$ cat src/sv/char_lcd_nibble_write_sequencer_defines.svh
// Assertion helpers used by the clcd_back module.
`ifndef CHAR_LCD_NIBBLE_WRITE_SEQUENCER_DEFINES_SVH
`define CHAR_LCD_NIBBLE_WRITE_SEQUENCER_DEFINES_SVH

// Same-cycle implication, disabled during reset.
`define CLCD_ASSERT_NOW(label, clk, rstn, ante, cons) \
    label: assert property (@(posedge clk) disable iff (!(rstn)) (ante) |-> (cons)) \
        else $error("clcd assertion failed");

// Next-cycle implication, disabled during reset.
`define CLCD_ASSERT_NEXT(label, clk, rstn, ante, cons) \
    label: assert property (@(posedge clk) disable iff (!(rstn)) (ante) |=> (cons)) \
        else $error("clcd assertion failed");

`endif

$ cat src/sv/clcd_pkg.sv
package clcd_pkg;

    // Request kinds carried in the action field.
    localparam logic [2:0] ACT_INIT    = 3'd0;
    localparam logic [2:0] ACT_COMMAND = 3'd1;
    localparam logic [2:0] ACT_TEXT    = 3'd2;
    localparam logic [2:0] ACT_CLEAR   = 3'd3;
    localparam logic [2:0] ACT_SETPOS  = 3'd4;

    // Configuration register indexes.
    localparam logic [1:0] REG_ENABLE_PULSE = 2'd0;
    localparam logic [1:0] REG_COMMAND_WAIT = 2'd1;
    localparam logic [1:0] REG_CLEAR_WAIT   = 2'd2;

    // Register reset values.
    localparam logic [7:0]  ENABLE_PULSE_RESET = 8'd1;
    localparam logic [15:0] COMMAND_WAIT_RESET = 16'd50;
    localparam logic [15:0] CLEAR_WAIT_RESET   = 16'd2000;

    // Display commands.
    localparam logic [7:0] CMD_CLEAR = 8'h01;

    // Power-up waits in microseconds.
    localparam logic [15:0] WAIT_POWER_UP = 16'd20000;
    localparam logic [15:0] WAIT_LONG     = 16'd5000;
    localparam logic [15:0] WAIT_SHORT    = 16'd150;

    // Last nibble index of an init run and of a single byte.
    localparam logic [3:0] INIT_LAST_NIB = 4'd11;
    localparam logic [3:0] BYTE_LAST_NIB = 4'd1;

    // Strobe phases of one nibble.
    localparam logic [1:0] PH_SETUP = 2'd0;
    localparam logic [1:0] PH_HIGH  = 2'd1;
    localparam logic [1:0] PH_LOW   = 2'd2;

    // One classified request waiting for the back end.
    typedef struct packed {
        logic       is_init;
        logic       rs;
        logic       trail_clear;
        logic [7:0] code_val;
    } clcd_req_t;

    // Timing registers as seen by the back end.
    typedef struct packed {
        logic [7:0]  enable_pulse_us;
        logic [15:0] command_wait_us;
        logic [15:0] clear_wait_us;
    } clcd_cfg_t;

    // DDRAM base address of each display line.
    function automatic logic [7:0] line_base(input logic [1:0] line_idx);
        logic [7:0] base;
        case (line_idx)
            2'd0:    base = 8'h80;
            2'd1:    base = 8'hC0;
            2'd2:    base = 8'h94;
            default: base = 8'hD4;
        endcase
        return base;
    endfunction

    // Nibble sent at each step of the init run: 3, 3, 3, 2, then the
    // bytes 0x28, 0x08, 0x0C and 0x06 high nibble first.
    function automatic logic [3:0] init_nibble(input logic [3:0] idx);
        logic [3:0] nib;
        case (idx)
            4'd0, 4'd1, 4'd2: nib = 4'h3;
            4'd3, 4'd4:       nib = 4'h2;
            4'd5, 4'd7:       nib = 4'h8;
            4'd9:             nib = 4'hC;
            4'd11:            nib = 4'h6;
            default:          nib = 4'h0;
        endcase
        return nib;
    endfunction

endpackage

$ cat src/sv/clcd_front.sv
module clcd_front (
    input  logic                s_axis_tvalid,
    output logic                s_axis_tready,
    input  logic [2:0]          s_axis_tuser,
    input  logic [23:0]         s_axis_tdata,
    output logic                push,
    output clcd_pkg::clcd_req_t push_req,
    input  logic                q_ready
);

    logic [7:0] code_in;
    logic [2:0] line_in;
    logic [5:0] column_in;
    logic       keep;

    assign code_in   = s_axis_tdata[7:0];
    assign line_in   = s_axis_tdata[10:8];
    assign column_in = s_axis_tdata[16:11];

    // Items are taken whenever the queue has room; ones that give no writes are dropped.
    assign s_axis_tready = q_ready;
    assign push = s_axis_tvalid && q_ready && keep;

    // Classify the request and work out the byte it sends.
    always_comb begin
        keep                 = 1'b1;
        push_req.is_init     = 1'b0;
        push_req.rs          = 1'b0;
        push_req.trail_clear = 1'b0;
        push_req.code_val    = code_in;
        case (s_axis_tuser)
            clcd_pkg::ACT_INIT: begin
                push_req.is_init = 1'b1;
            end
            clcd_pkg::ACT_COMMAND: begin
                push_req.rs = 1'b0;
            end
            clcd_pkg::ACT_TEXT: begin
                push_req.rs = 1'b1;
            end
            clcd_pkg::ACT_CLEAR: begin
                push_req.trail_clear = 1'b1;
                push_req.code_val    = clcd_pkg::CMD_CLEAR;
            end
            clcd_pkg::ACT_SETPOS: begin
                keep = !line_in[2];
                push_req.code_val = clcd_pkg::line_base(line_in[1:0]) + {2'b00, column_in};
            end
            default: begin
                keep = 1'b0;
            end
        endcase
    end

endmodule

$ cat src/sv/clcd_queue.sv
module clcd_queue #(
    parameter int DEPTH = 2
) (
    input  logic                aclk,
    input  logic                aresetn,
    input  logic                push,
    input  clcd_pkg::clcd_req_t push_req,
    output logic                q_ready,
    input  logic                pop,
    output logic                q_valid,
    output clcd_pkg::clcd_req_t q_data
);

    localparam int PW = (DEPTH > 1) ? $clog2(DEPTH) : 1;
    localparam int CW = $clog2(DEPTH + 1);
    localparam logic [PW-1:0] LAST_PTR = PW'(DEPTH - 1);
    localparam logic [CW-1:0] FULL_CNT = CW'(DEPTH);

    clcd_pkg::clcd_req_t mem [DEPTH];
    logic [PW-1:0] wr_ptr_reg, wr_ptr_next;
    logic [PW-1:0] rd_ptr_reg, rd_ptr_next;
    logic [CW-1:0] count_reg, count_next;

    assign q_ready = count_reg != FULL_CNT;
    assign q_valid = count_reg != '0;
    assign q_data  = mem[rd_ptr_reg];

    // Pointer and fill count updates.
    always_comb begin
        wr_ptr_next = wr_ptr_reg;
        rd_ptr_next = rd_ptr_reg;
        count_next  = count_reg;
        if (push) begin
            wr_ptr_next = (wr_ptr_reg == LAST_PTR) ? '0 : wr_ptr_reg + 1'b1;
        end
        if (pop) begin
            rd_ptr_next = (rd_ptr_reg == LAST_PTR) ? '0 : rd_ptr_reg + 1'b1;
        end
        if (push && !pop) begin
            count_next = count_reg + 1'b1;
        end else if (pop && !push) begin
            count_next = count_reg - 1'b1;
        end
    end

    always_ff @(posedge aclk) begin
        if (!aresetn) begin
            wr_ptr_reg <= '0;
            rd_ptr_reg <= '0;
            count_reg  <= '0;
        end else begin
            wr_ptr_reg <= wr_ptr_next;
            rd_ptr_reg <= rd_ptr_next;
            count_reg  <= count_next;
        end
    end

    // Entry storage.
    always_ff @(posedge aclk) begin
        if (push) begin
            mem[wr_ptr_reg] <= push_req;
        end
    end

endmodule

$ cat src/sv/clcd_back.sv
`include "char_lcd_nibble_write_sequencer_defines.svh"

module clcd_back (
    input  logic                aclk,
    input  logic                aresetn,
    input  clcd_pkg::clcd_cfg_t cfg,
    input  logic                q_valid,
    input  clcd_pkg::clcd_req_t q_data,
    output logic                pop,
    output logic                m_axis_tvalid,
    input  logic                m_axis_tready,
    output logic [23:0]         m_axis_tdata,
    output logic                m_axis_tlast
);

    clcd_pkg::clcd_req_t req_reg, req_next;
    logic        busy_reg, busy_next;
    logic [3:0]  nib_reg, nib_next;
    logic [1:0]  ph_reg, ph_next;
    logic [15:0] pending_reg, pending_next;
    logic        m_valid_reg, m_valid_next;
    logic [7:0]  m_pins_reg, m_pins_next;
    logic [15:0] m_wait_reg, m_wait_next;
    logic        m_last_reg, m_last_next;

    logic        advance;
    logic        is_last;
    logic [3:0]  last_nib;
    logic [3:0]  nibble;
    logic [15:0] lead;
    logic [16:0] power_sum;
    logic [15:0] power_wait;

    assign m_axis_tvalid = m_valid_reg;
    assign m_axis_tdata  = {m_wait_reg, m_pins_reg};
    assign m_axis_tlast  = m_last_reg;

    // Step control: one pin write per cycle while the output register can take it.
    assign advance  = busy_reg && (!m_valid_reg || m_axis_tready);
    assign last_nib = req_reg.is_init ? clcd_pkg::INIT_LAST_NIB : clcd_pkg::BYTE_LAST_NIB;
    assign is_last  = (ph_reg == clcd_pkg::PH_LOW) && (nib_reg == last_nib);
    assign pop      = q_valid && (!busy_reg || (advance && is_last));

    // Power-up wait plus the held trailing wait, saturating.
    assign power_sum  = {1'b0, pending_reg} + {1'b0, clcd_pkg::WAIT_POWER_UP};
    assign power_wait = power_sum[16] ? 16'hFFFF : power_sum[15:0];

    // Nibble value and the wait before its setup write.
    always_comb begin
        if (req_reg.is_init) begin
            nibble = clcd_pkg::init_nibble(nib_reg);
            case (nib_reg)
                4'd0:              lead = power_wait;
                4'd1, 4'd3, 4'd4:  lead = clcd_pkg::WAIT_LONG;
                4'd2:              lead = clcd_pkg::WAIT_SHORT;
                4'd6, 4'd8, 4'd10: lead = cfg.command_wait_us;
                default:           lead = 16'd0;
            endcase
        end else begin
            nibble = nib_reg[0] ? req_reg.code_val[3:0] : req_reg.code_val[7:4];
            lead   = (nib_reg == 4'd0) ? pending_reg : 16'd0;
        end
    end

    // Next state of the sequencer and the output register.
    always_comb begin
        req_next     = req_reg;
        busy_next    = busy_reg;
        nib_next     = nib_reg;
        ph_next      = ph_reg;
        pending_next = pending_reg;
        m_valid_next = m_valid_reg && !m_axis_tready;
        m_pins_next  = m_pins_reg;
        m_wait_next  = m_wait_reg;
        m_last_next  = m_last_reg;
        if (advance) begin
            m_valid_next = 1'b1;
            m_pins_next  = {nibble, 2'b00, req_reg.rs, ph_reg == clcd_pkg::PH_HIGH};
            m_wait_next  = (ph_reg == clcd_pkg::PH_SETUP) ? lead
                                                          : {8'd0, cfg.enable_pulse_us};
            m_last_next  = is_last;
            if (is_last) begin
                busy_next    = 1'b0;
                pending_next = req_reg.trail_clear ? cfg.clear_wait_us : cfg.command_wait_us;
            end else if (ph_reg == clcd_pkg::PH_LOW) begin
                ph_next  = clcd_pkg::PH_SETUP;
                nib_next = nib_reg + 4'd1;
            end else begin
                ph_next = ph_reg + 2'd1;
            end
        end
        if (pop) begin
            req_next  = q_data;
            busy_next = 1'b1;
            nib_next  = 4'd0;
            ph_next   = clcd_pkg::PH_SETUP;
        end
    end

    always_ff @(posedge aclk) begin
        if (!aresetn) begin
            busy_reg    <= 1'b0;
            nib_reg     <= 4'd0;
            ph_reg      <= clcd_pkg::PH_SETUP;
            pending_reg <= 16'd0;
            m_valid_reg <= 1'b0;
        end else begin
            busy_reg    <= busy_next;
            nib_reg     <= nib_next;
            ph_reg      <= ph_next;
            pending_reg <= pending_next;
            m_valid_reg <= m_valid_next;
        end
    end

    // Payload registers.
    always_ff @(posedge aclk) begin
        req_reg    <= req_next;
        m_pins_reg <= m_pins_next;
        m_wait_reg <= m_wait_next;
        m_last_reg <= m_last_next;
    end

    // The final write of a request always leaves enable low.
    `CLCD_ASSERT_NOW(a_last_enable_low, aclk, aresetn, m_valid_reg && m_last_reg, !m_pins_reg[0])
    // Enable high is always preceded by the configured pulse wait.
    `CLCD_ASSERT_NOW(a_strobe_wait, aclk, aresetn, m_valid_reg && m_pins_reg[0], m_wait_reg == {8'd0, cfg.enable_pulse_us})
    // A newly taken request starts at its first setup write.
    `CLCD_ASSERT_NEXT(a_pop_start, aclk, aresetn, pop, busy_reg && nib_reg == 4'd0 && ph_reg == clcd_pkg::PH_SETUP)

endmodule

$ cat src/sv/char_lcd_nibble_write_sequencer.sv
// Character LCD write sequencer for a 4-bit HD44780-style bus.
// Input channel s_axis: one request per transaction; tuser carries the action,
// tdata the code byte, display line and column. Requests that produce no
// pin writes (unknown actions, lines 4 to 7) are accepted and dropped.
// Output channel m_axis: one pin write per transaction; tdata holds the pin
// value and the wait in microseconds before driving it, tlast marks the final
// write of a request. The trailing wait of a request becomes the first
// wait of the next one, added to the power-up wait when that is init.
// Throughput: the back end emits one pin write per cycle while m_axis is not
// stalled, so a command, text, clear or set-position request is 6 writes and init 36.
// When the back end is free, an accepted request passes through the queue and the
// request register before its first write. A small queue between the classifier
// and the back end lets requests be accepted while earlier ones are still being sent.
// When m_axis_tready is low the output register holds its write and the back
// end pauses; the input keeps accepting until the queue fills.
// Reset (aresetn low, synchronous) empties the queue, clears the held wait and
// restores the timing registers to 1, 50 and 2000 microseconds.
// Timing registers are written over APB at byte addresses 0, 4 and 8.
module char_lcd_nibble_write_sequencer #(
    parameter int QUEUE_DEPTH = 2
) (
    input  logic        aclk,
    input  logic        aresetn,
    input  logic        s_axis_tvalid,
    output logic        s_axis_tready,
    input  logic [2:0]  s_axis_tuser,   // [2:0] action
    input  logic [23:0] s_axis_tdata,   // [7:0] code, [10:8] line, [16:11] column, rest zero
    output logic        m_axis_tvalid,
    input  logic        m_axis_tready,
    output logic [23:0] m_axis_tdata,   // [7:0] pins, [23:8] wait_before_us
    output logic        m_axis_tlast,
    input  logic        psel,
    input  logic        penable,
    input  logic        pwrite,
    input  logic [3:0]  paddr,
    input  logic [31:0] pwdata,
    output logic [31:0] prdata,
    output logic        pready
);

    clcd_pkg::clcd_cfg_t cfg_reg, cfg_next;
    clcd_pkg::clcd_req_t push_req;
    clcd_pkg::clcd_req_t q_data;
    logic push;
    logic pop;
    logic q_ready;
    logic q_valid;
    logic cfg_write;

    // Configuration port.
    assign pready    = 1'b1;
    assign cfg_write = psel && penable && pwrite;

    always_comb begin
        cfg_next = cfg_reg;
        if (cfg_write) begin
            case (paddr[3:2])
                clcd_pkg::REG_ENABLE_PULSE: cfg_next.enable_pulse_us = pwdata[7:0];
                clcd_pkg::REG_COMMAND_WAIT: cfg_next.command_wait_us = pwdata[15:0];
                clcd_pkg::REG_CLEAR_WAIT:   cfg_next.clear_wait_us   = pwdata[15:0];
                default:                    cfg_next = cfg_reg;
            endcase
        end
    end

    always_comb begin
        case (paddr[3:2])
            clcd_pkg::REG_ENABLE_PULSE: prdata = {24'd0, cfg_reg.enable_pulse_us};
            clcd_pkg::REG_COMMAND_WAIT: prdata = {16'd0, cfg_reg.command_wait_us};
            clcd_pkg::REG_CLEAR_WAIT:   prdata = {16'd0, cfg_reg.clear_wait_us};
            default:                    prdata = 32'd0;
        endcase
    end

    always_ff @(posedge aclk) begin
        if (!aresetn) begin
            cfg_reg.enable_pulse_us <= clcd_pkg::ENABLE_PULSE_RESET;
            cfg_reg.command_wait_us <= clcd_pkg::COMMAND_WAIT_RESET;
            cfg_reg.clear_wait_us   <= clcd_pkg::CLEAR_WAIT_RESET;
        end else begin
            cfg_reg <= cfg_next;
        end
    end

    // Request classifier.
    clcd_front u_front (
        .s_axis_tvalid (s_axis_tvalid),
        .s_axis_tready (s_axis_tready),
        .s_axis_tuser  (s_axis_tuser),
        .s_axis_tdata  (s_axis_tdata),
        .push          (push),
        .push_req      (push_req),
        .q_ready       (q_ready)
    );

    // Request queue.
    clcd_queue #(
        .DEPTH (QUEUE_DEPTH)
    ) u_queue (
        .aclk     (aclk),
        .aresetn  (aresetn),
        .push     (push),
        .push_req (push_req),
        .q_ready  (q_ready),
        .pop      (pop),
        .q_valid  (q_valid),
        .q_data   (q_data)
    );

    // Pin write sequencer.
    clcd_back u_back (
        .aclk          (aclk),
        .aresetn       (aresetn),
        .cfg           (cfg_reg),
        .q_valid       (q_valid),
        .q_data        (q_data),
        .pop           (pop),
        .m_axis_tvalid (m_axis_tvalid),
        .m_axis_tready (m_axis_tready),
        .m_axis_tdata  (m_axis_tdata),
        .m_axis_tlast  (m_axis_tlast)
    );

endmodule

$ cat config.mk
export PLATFORM = sky130hd
export DESIGN_NAME = char_lcd_nibble_write_sequencer
export DESIGN_NICKNAME = d
export VERILOG_FILES = /design/src/sv/clcd_pkg.sv /design/src/sv/clcd_front.sv /design/src/sv/clcd_queue.sv /design/src/sv/clcd_back.sv /design/src/sv/char_lcd_nibble_write_sequencer.sv
export VERILOG_INCLUDE_DIRS = /design/src /design/src/sv
export SDC_FILE = /design/constraint.sdc
export NUM_CORES = 1
export LEC_CHECK = 0
export ABC_CLOCK_PERIOD_IN_PS = 2080
export BUFFER_PORTS_ARGS = -buffer_cell sky130_fd_sc_hd__buf_2
export CAP_MARGIN = 5
export CORE_MARGIN = 2
export CORE_UTILIZATION = 50
export CTS_CLUSTER_DIAMETER = 50
export CTS_CLUSTER_SIZE = 30
export DETAILED_ROUTE_END_ITERATION = 7
export GPL_TIMING_DRIVEN = 0
export PLACE_DENSITY = 0.84
export SETUP_SLACK_MARGIN = 0.02
export SLEW_MARGIN = 20
export SYNTH_ARGS = -nofsm -noshare
export SYNTH_HDL_FRONTEND = slang
export SYNTH_SLANG_ARGS = --single-unit
$ cat constraint.sdc
create_clock -name aclk -period 2.08 [get_ports aclk]
set_input_delay 0.104 -clock aclk [delete_from_list [all_inputs] [get_ports aclk]]
set_output_delay 0.104 -clock aclk [all_outputs]
set_load 0.02 [all_outputs]
==> out/qor.log, run 1 <==
qor: status.run_status complete, no violations
qor: synth.synth_top_area_share 25.6%
qor: pwr.sequentialPowerShare 37.3%
qor: global_route.pin_count_of_the_biggest_net_entering_global_routing 26
qor: synth.synth-seq-area-share 47.6%
qor: place.placedInstanceArea 7270 sq um
qor: route.wirelength 17.4 mm
qor: worst_setup_path.critPathLaunchType flop
qor: pwr.fin_total_pwr 8590 uW
qor: synth.avgSynthCellArea 9.58 sq um
qor: pwr.irDropWorstVdd 0.574 mV
qor: synth.syn_inst 685
qor: route.wl_per_cell 17.0 um
qor: cells_and_area.num-fill-cells 949
qor: synth.post-synth-top-area-cell sky130_fd_sc_hd__edfxtp_1
qor: cells_and_area.areaGrowthSynthToFinish 29.4%
qor: timing.achievable-frequency 492 MHz
qor: pwr.sw_frac_of_total 28.8%
qor: die.fp-row-count 41
qor: route.drt-pass1-iter-count 6
qor: timing.final_max_slew_viol_count 0
qor: cells_and_area.nNetsFinal 922
qor: cts.cts_inserted_buffers 17
qor: timing.final_hold_viol_count 0
qor: cells_and_area.postLayoutCellArea 8500 sq um
qor: route.via_count 5,814
qor: worst_setup_path.required 2430 ps
qor: cts.root_buffer sky130_fd_sc_hd__clkbuf_16
qor: cells_and_area.layout-drive-gt1-share 28.5%
qor: synth.most_frequently_used_cell_type_in_the_post_synthesis_netlist sky130_fd_sc_hd__nand2_1
qor: synth.post_synth_instance_area 6560 sq um
qor: pwr.pwr_density_cell 1010 nW/um^2
qor: cts.clockBufferDepth 2
qor: synth.post_synth_xor_area_fraction 1.73%
qor: job.drv.max_cap_violation_count 0
qor: global_route.antenna_found_initial 0
qor: synth.synth_top_family_by_area compound AO/OA/AOI/OAI gates
qor: cts.cts_max_level 4
qor: cells_and_area.num_antenna_cells 0
qor: synth.yosys.cell_types.count 64
qor: route.postRouteAntennaNets 0
qor: die.effective_utilization_at_floorplan 51.6%
qor: synth.netlist_top_cells_count sky130_fd_sc_hd__nand2_1 (112), sky130_fd_sc_hd__dfxtp_1 (72), sky130_fd_sc_hd__edfxtp_1 (56), sky130_fd_sc_hd__a21oi_1 (47), sky130_fd_sc_hd__nor2_1 (36)
qor: pwr.power.static_leakage 0.00366 uW
qor: pwr.clkPwrFrac 39.3%
qor: timing.tightestPinTransition 953 ps
qor: die.dieHeight 119 um
qor: cts.cts.reportedPaths.clkPinSlew 60 ps
qor: route.vias_per_cell 5.66
qor: route.remaining_drc_errors 0
qor: synth.synth_simple_gate_area_share 16.0%
qor: worst_setup_path.critPathArrivalTime 2380 ps
qor: cts.clk-insertion-delay-late 420 ps
qor: cts.clock_sink_count 128
qor: die.die_w 119 um
qor: synth.synth_fa_ha_area_share 1.72%
qor: timing.final.setup_skew 11.2 ps
qor: cells_and_area.regArea 3140 sq um
qor: worst_setup_path.worstSetupPathType reg2reg
qor: timing.max-slew-margin-rel 36.2%
qor: cells_and_area.finish.utilization 66.8%
qor: synth.synthMuxAreaShare 7.22%
qor: timing.rsz_0062_raised_after_global_routing true
qor: hold_path.hp-class in2reg
qor: die.die-area 14,100 sq um
qor: timing.timing.final.ws_setup 49.5 ps
qor: synth.synthFlopType sky130_fd_sc_hd__dfxtp_1
qor: cells_and_area.multi_input_area 3280 sq um
qor: place.dp_slack -302 ps
qor: place.number_of_instances_in_the_placed_design 957
qor: timing.time_the_final_worst_path_needs_with_i_o_delays_and_setup 2030 ps
qor: cts.tritoncts built
qor: die.core_area 12,700 sq um
qor: synth.synth.yosys.warnings 0
qor: pwr.power.switching 2470 uW
qor: route.drt-initial-drc-count 530
qor: global_route.globalRouteOverflowTotal 0
qor: place.routabilityCongestion 0.901
qor: synth.ys_ff_latch 128
qor: timing.fin_crit_sh 97.6%
qor: cells_and_area.flip_flop_count_of_the_largest_register_after_layout 40
qor: synth.async_reset_ff_share 0%
qor: cells_and_area.final_cells 1,028
qor: pwr.internal_power 6110 uW
qor: timing.setup_violations 0
qor: place.portbufs 83
qor: synth.synth.area.top_cells sky130_fd_sc_hd__edfxtp_1 (26%), sky130_fd_sc_hd__dfxtp_1 (22%), sky130_fd_sc_hd__nand2_1 (6.4%)
qor: global_route.grt_util_all_layers 23.7%
qor: synth.synth-compound-area-share 19.6%
qor: synth.synth-edff-count 56
qor: global_route.via_count_of_the_first_global_routing_pass 5,359
qor: worst_setup_path.worstPathMaxFanout 5
qor: die.num_io_pins 130
qor: worst_setup_path.endpoint_kind flop
qor: pwr.combPwrFrac 23.4%
qor: global_route.grt_pass1_wl 26.6 mm
qor: place.dpl.hpwl 11.4 mm
## layout make-up
cell class,instances,area share (%)
clock inverter,14,2.80
clock buffer,18,5.05
inverter,15,0.736
timing repair buffer,125,9.12
buffer,60,4.20
tap,172,2.53
sequential,128,36.9
multi-input combinational,496,38.7
## worst max-delay path: stages, from the launching register on
cell                        delay, ps
sky130_fd_sc_hd__edfxtp_1         370
sky130_fd_sc_hd__buf_6            150
sky130_fd_sc_hd__nor3_4           230
sky130_fd_sc_hd__o2111ai_2        190
sky130_fd_sc_hd__a21o_2           290
sky130_fd_sc_hd__ha_4             160
sky130_fd_sc_hd__xor2_1           140
sky130_fd_sc_hd__or3_1            310
sky130_fd_sc_hd__a21boi_1         120
## power by group through the flow
stage	registers, uW	logic [uW]	clock network (uW)
2_1_floorplan	3390	1050	0
3_3_place_gp	3240	1640	0
3_5_place_dp	3250	1680	0
4_1_cts	3200	1830	3370
5_1_grt	3240	2160	3480
6_report	3200	2010	3370
## layer usage
layer	global-route usage, %	wire length (um)	vias to the layer above
li1	-	-	2729
met1	31.8	7110	2692
met5	0	0	-
met3	4.78	1690	50
met2	37.1	8120	343
met4	10.3	521	0
## cells in the final DEF (no fill, tap or decap), types with 6 or more instances in the layout
cell type / n
sky130_fd_sc_hd__clkbuf_1: 25
sky130_fd_sc_hd__conb_1: 19
sky130_fd_sc_hd__clkbuf_16: 17
sky130_fd_sc_hd__a21oi_1: 41
sky130_fd_sc_hd__buf_4: 48
sky130_fd_sc_hd__nor2_1: 35
sky130_fd_sc_hd__mux2_2: 11
sky130_fd_sc_hd__nand3_1: 15
sky130_fd_sc_hd__o21a_1: 6
sky130_fd_sc_hd__a21oi_2: 6
sky130_fd_sc_hd__nand2_1: 112
sky130_fd_sc_hd__buf_2: 87
sky130_fd_sc_hd__nor2b_1: 14
sky130_fd_sc_hd__dfxtp_1: 66
sky130_fd_sc_hd__a21o_2: 6
sky130_fd_sc_hd__o211a_1: 16
sky130_fd_sc_hd__nand4_1: 6
sky130_fd_sc_hd__inv_1: 12
sky130_fd_sc_hd__bufinv_16: 6
sky130_fd_sc_hd__a22o_1: 8
sky130_fd_sc_hd__xor2_1: 7
sky130_fd_sc_hd__a21boi_0: 26
sky130_fd_sc_hd__mux2i_1: 35
sky130_fd_sc_hd__dlygate4sd3_1: 16
sky130_fd_sc_hd__o21ai_0: 31
sky130_fd_sc_hd__a31oi_1: 8
sky130_fd_sc_hd__edfxtp_1: 56
## worst paths after layout
| kind | start | to | slack (ps) | depth (start not counted) |
|---|---|---|---|---|
| worst max-delay path | u_back.req_reg[10] | u_queue.count_reg[1] | 50 | 8 |
| worst min-delay path | s_axis_tuser[0] | u_queue.mem[1][9] | 40 | 2 |
| worst max register to register | u_back.req_reg[10] | u_queue.count_reg[1] | 50 | 8 |
| worst min register to register | u_back.req_reg[9] | u_back.m_pins_reg[1] | 430 | 0 |
## repair_timing
item,CTS,global route
endpoints found under the hold margin,37,0
pin swaps,7,14
buffers inserted,13,12
resized for setup,30,36
gates cloned,0,1
hold buffers,16,0
endpoints found under the setup margin,18,37
## stage by stage
step / setup TNS, ps / hold slack (ps)
after global routing: -102 / 55.0
after detailed placement: -3100 / 341
final: 0 / 44.1
after CTS: 0 / 33.0
after global placement: -2220 / 333
after floorplan: 0 / 228
## cell families after synthesis
kind of cell,count (synthesis)
xor+xnor,13
fa+ha+maj,9
buf+inv,78
other cells,2
simple gates,222
compound gates,187
flops,128
mux,46
Power figures use the tool's default switching activity.
==> run 2, diff against run 1 <==
Settings changed: ABC_AREA set to 1, PLACE_DENSITY 0.84 to 0.85.
==> out/qor.log, run 2 <==
qor: pwr.power.static_leakage 0.00354 uW
qor: synth.synth_top_area_share 26.7%
qor: worst_setup_path.worstPathMaxFanout 8
qor: timing.final_max_slew_viol_count 0
qor: route.drt-initial-drc-count 588
qor: route.remaining_drc_errors 0
qor: cells_and_area.regArea 3130 sq um
qor: timing.tightestPinTransition 926 ps
qor: status.run_status complete, no violations
qor: worst_setup_path.required 2390 ps
qor: worst_setup_path.worstPathCellList buf_6 -> inv_2 -> nor2_4 -> nand3_4 -> o21ai_4 -> nand2_4 -> ha_4 -> a21oi_1 -> o21ai_0 -> o21ai_1 -> a21oi_1
qor: cts.cts.reportedPaths.clkPinSlew 60 ps
qor: synth.most_frequently_used_cell_type_in_the_post_synthesis_netlist sky130_fd_sc_hd__nand2_1
qor: pwr.irDropWorstVdd 0.515 mV
qor: route.drt-pass1-iter-count 5
qor: global_route.globalRouteOverflowTotal 0
qor: cts.clk-insertion-delay-late 430 ps
qor: synth.synth-edff-count 56
qor: timing.fin_crit_sh 94.8%
qor: worst_setup_path.worstSetupPathType reg2reg
qor: worst_setup_path.critPathLaunchType flop
qor: cells_and_area.areaGrowthSynthToFinish 24.6%
qor: cts.cts_max_level 4
qor: cells_and_area.layout-drive-gt1-share 19.0%
qor: synth.synth.area.top_cells sky130_fd_sc_hd__edfxtp_1 (27%), sky130_fd_sc_hd__dfxtp_1 (23%), sky130_fd_sc_hd__nand2_1 (13%)
qor: timing.final.setup_skew 6.34 ps
qor: synth.avgSynthCellArea 7.81 sq um
qor: worst_setup_path.critPathArrivalTime 2280 ps
qor: cts.cts_inserted_buffers 17
qor: place.routabilityCongestion 0.873
qor: synth.syn_inst 805
qor: timing.setup_violations 0
qor: route.wl_per_cell 14.0 um
qor: worst_setup_path.cp_slowest_cell sky130_fd_sc_hd__dfxtp_2
qor: route.vias_per_cell 5.24
qor: route.wirelength 15.8 mm
qor: global_route.pin_count_of_the_biggest_net_entering_global_routing 25
qor: hold_path.hp-class in2reg
qor: die.fp-row-count 40
qor: synth.post-synth-top-area-cell sky130_fd_sc_hd__edfxtp_1
qor: worst_setup_path.critPathMostFrequentCell sky130_fd_sc_hd__a21oi_1
qor: route.postRouteAntennaNets 0
qor: timing.hold-worst-slack 7.39 ps
qor: route.via_count 5,927
qor: pwr.pwr_density_cell 1040 nW/um^2
qor: synth.synth.yosys.warnings 0
qor: job.drv.max_cap_violation_count 0
qor: global_route.antenna_found_initial 0
qor: global_route.grt_util_all_layers 24.4%
qor: synth.async_reset_ff_share 0%
qor: cells_and_area.flip_flop_count_of_the_largest_register_after_layout 40
qor: die.num_io_pins 130
qor: cts.root_buffer sky130_fd_sc_hd__clkbuf_16
qor: timing.rsz_0062_raised_after_global_routing true
qor: timing.final_hold_viol_count 0
qor: worst_setup_path.critical-path-max-stage-delay 370 ps
qor: die.effective_utilization_at_floorplan 51.7%
qor: die.core_area 12,200 sq um
qor: cts.clock_sink_count 128
qor: place.placedInstanceArea 6980 sq um
qor: synth.ys_ff_latch 128
qor: die.die-area 13,500 sq um
qor: cells_and_area.postLayoutCellArea 7830 sq um
qor: synth.synthFlopType sky130_fd_sc_hd__dfxtp_1
qor: cells_and_area.layout.cells.most_common sky130_fd_sc_hd__nand2_1
qor: timing.achievable-frequency 507 MHz
qor: synth.netlist_top_cells_count sky130_fd_sc_hd__nand2_1 (226), sky130_fd_sc_hd__nor2_1 (92), sky130_fd_sc_hd__o21ai_0 (74), sky130_fd_sc_hd__dfxtp_1 (72), sky130_fd_sc_hd__inv_1 (60)
qor: place.dpl.hpwl 10.8 mm
qor: global_route.grt_pass1_wl 25.6 mm
qor: die.die_w 116 um
qor: timing.time_the_final_worst_path_needs_with_i_o_delays_and_setup 1970 ps
qor: cells_and_area.num_antenna_cells 0
qor: cells_and_area.layout_common_cells sky130_fd_sc_hd__nand2_1 (224), sky130_fd_sc_hd__nor2_1 (92), sky130_fd_sc_hd__buf_2 (91)
qor: synth.post_synth_instance_area 6290 sq um
qor: synth.synth-seq-area-share 49.7%
qor: die.dieHeight 116 um
qor: worst_setup_path.endpoint_kind flop
qor: cts.clockBufferDepth 2
qor: synth.yosys.cell_types.count 40
qor: cells_and_area.multi_input_area 2730 sq um
qor: cells_and_area.num-fill-cells 971
qor: place.portbufs 84
qor: cells_and_area.nNetsFinal 1,029
qor: timing.max-slew-margin-rel 38.0%
qor: global_route.via_count_of_the_first_global_routing_pass 5,328
qor: cts.tritoncts built
run 2: cell count changes after synthesis, sizes merged, moves of 24 or more:
cell    delta
mux2i     -35
nor2      +66
nand2    +118
o21ai     +41
inv       +51
a21boi    -25
nand3     +24
run 2: worst max-delay path: cells and delay by family, from the launching register on:
family                   cells  cell delay, ps
AO/OA/AOI/OAI                5             680
flip-flops                   1             370
buffers and inverters        2             230
AND/OR/NAND/NOR              3             350
adder cells (fa/ha/maj)      1             230
run 2: per-layer routing:
| metal | share of wire, % | GRT usage [%] |
|---|---|---|
| met3 | 9.2 | 5.40 |
| met5 | 0 | 0 |
| met1 | 42 | 31.5 |
| met4 | 2.5 | 9.29 |
| met2 | 46 | 40.5 |
run 2: logic make-up after synthesis:
group | after synthesis | share of synthesized area [%]
and+or+nand+nor | 382 | 25.2
AOI/OAI and AO/OA | 162 | 14.2
DFF | 128 | 49.7
buffers and inverters | 118 | 8.48
adders and majority gates | 9 | 1.79
xor gates and xnor gates | 4 | 0.557
other | 2 | 0.119
run 2: path summary, 6_finish.rpt:
path	end	cells past startpoint	slack [ps]	start
worst min register to register	u_back.m_pins_reg[1]	0	500	u_back.req_reg[9]
worst max-delay path	u_queue.count_reg[1]	11	110	u_back.nib_reg[0]
worst min-delay path	u_queue.mem[1][0]	3	7	s_axis_tdata[11]
worst max register to register	u_queue.count_reg[1]	11	110	u_back.nib_reg[0]
run 2: repair_timing:
| item | in CTS | in global routing |
|---|---|---|
| endpoints found under the hold margin | 45 | 0 |
| resized for setup | 6 | 7 |
| setup buffers | 2 | 2 |
| hold buffers | 21 | 0 |
| pin swaps | 2 | 4 |
| setup endpoints to repair | 4 | 10 |
run 2: where the power goes:
part / internal (uW) / leakage (uW) / switching [uW] / total (uW)
combinational: 631 / 0.00215 / 1360 / 1990
clock: 1590 / 0.000275 / 1280 / 2870
sequential: 3150 / 0.00111 / 134 / 3280
total: 5370 / 0.00354 / 2780 / 8140
run 2: cell type report:
| class | instances | area share [%] |
|---|---|---|
| inverter | 68 | 3.27 |
| buffer | 50 | 3.66 |
| timing repair buffer | 109 | 8.43 |
| clock inverter | 15 | 1.81 |
| sequential | 128 | 39.9 |
| tap | 168 | 2.68 |
| clock buffer | 17 | 5.43 |
| multi-input combinational | 576 | 34.8 |
run 2: metrics by stage:
stage | setup WS, ps | setup TNS [ps] | power, uW | instances | util, %
after floorplan | 193 | 0 | 4620 | 822 | -
after global placement | -16.8 | -27.1 | 5120 | 1074 | 57.4
after detailed placement | -62.7 | -88.2 | 5150 | 1074 | 57.4
after CTS | 83.4 | 0 | 8060 | 1129 | 64.2
after global routing | 16.9 | 0 | 8500 | 1131 | 64.4
final | 108 | 0 | 8140 | 1131 | 64.4
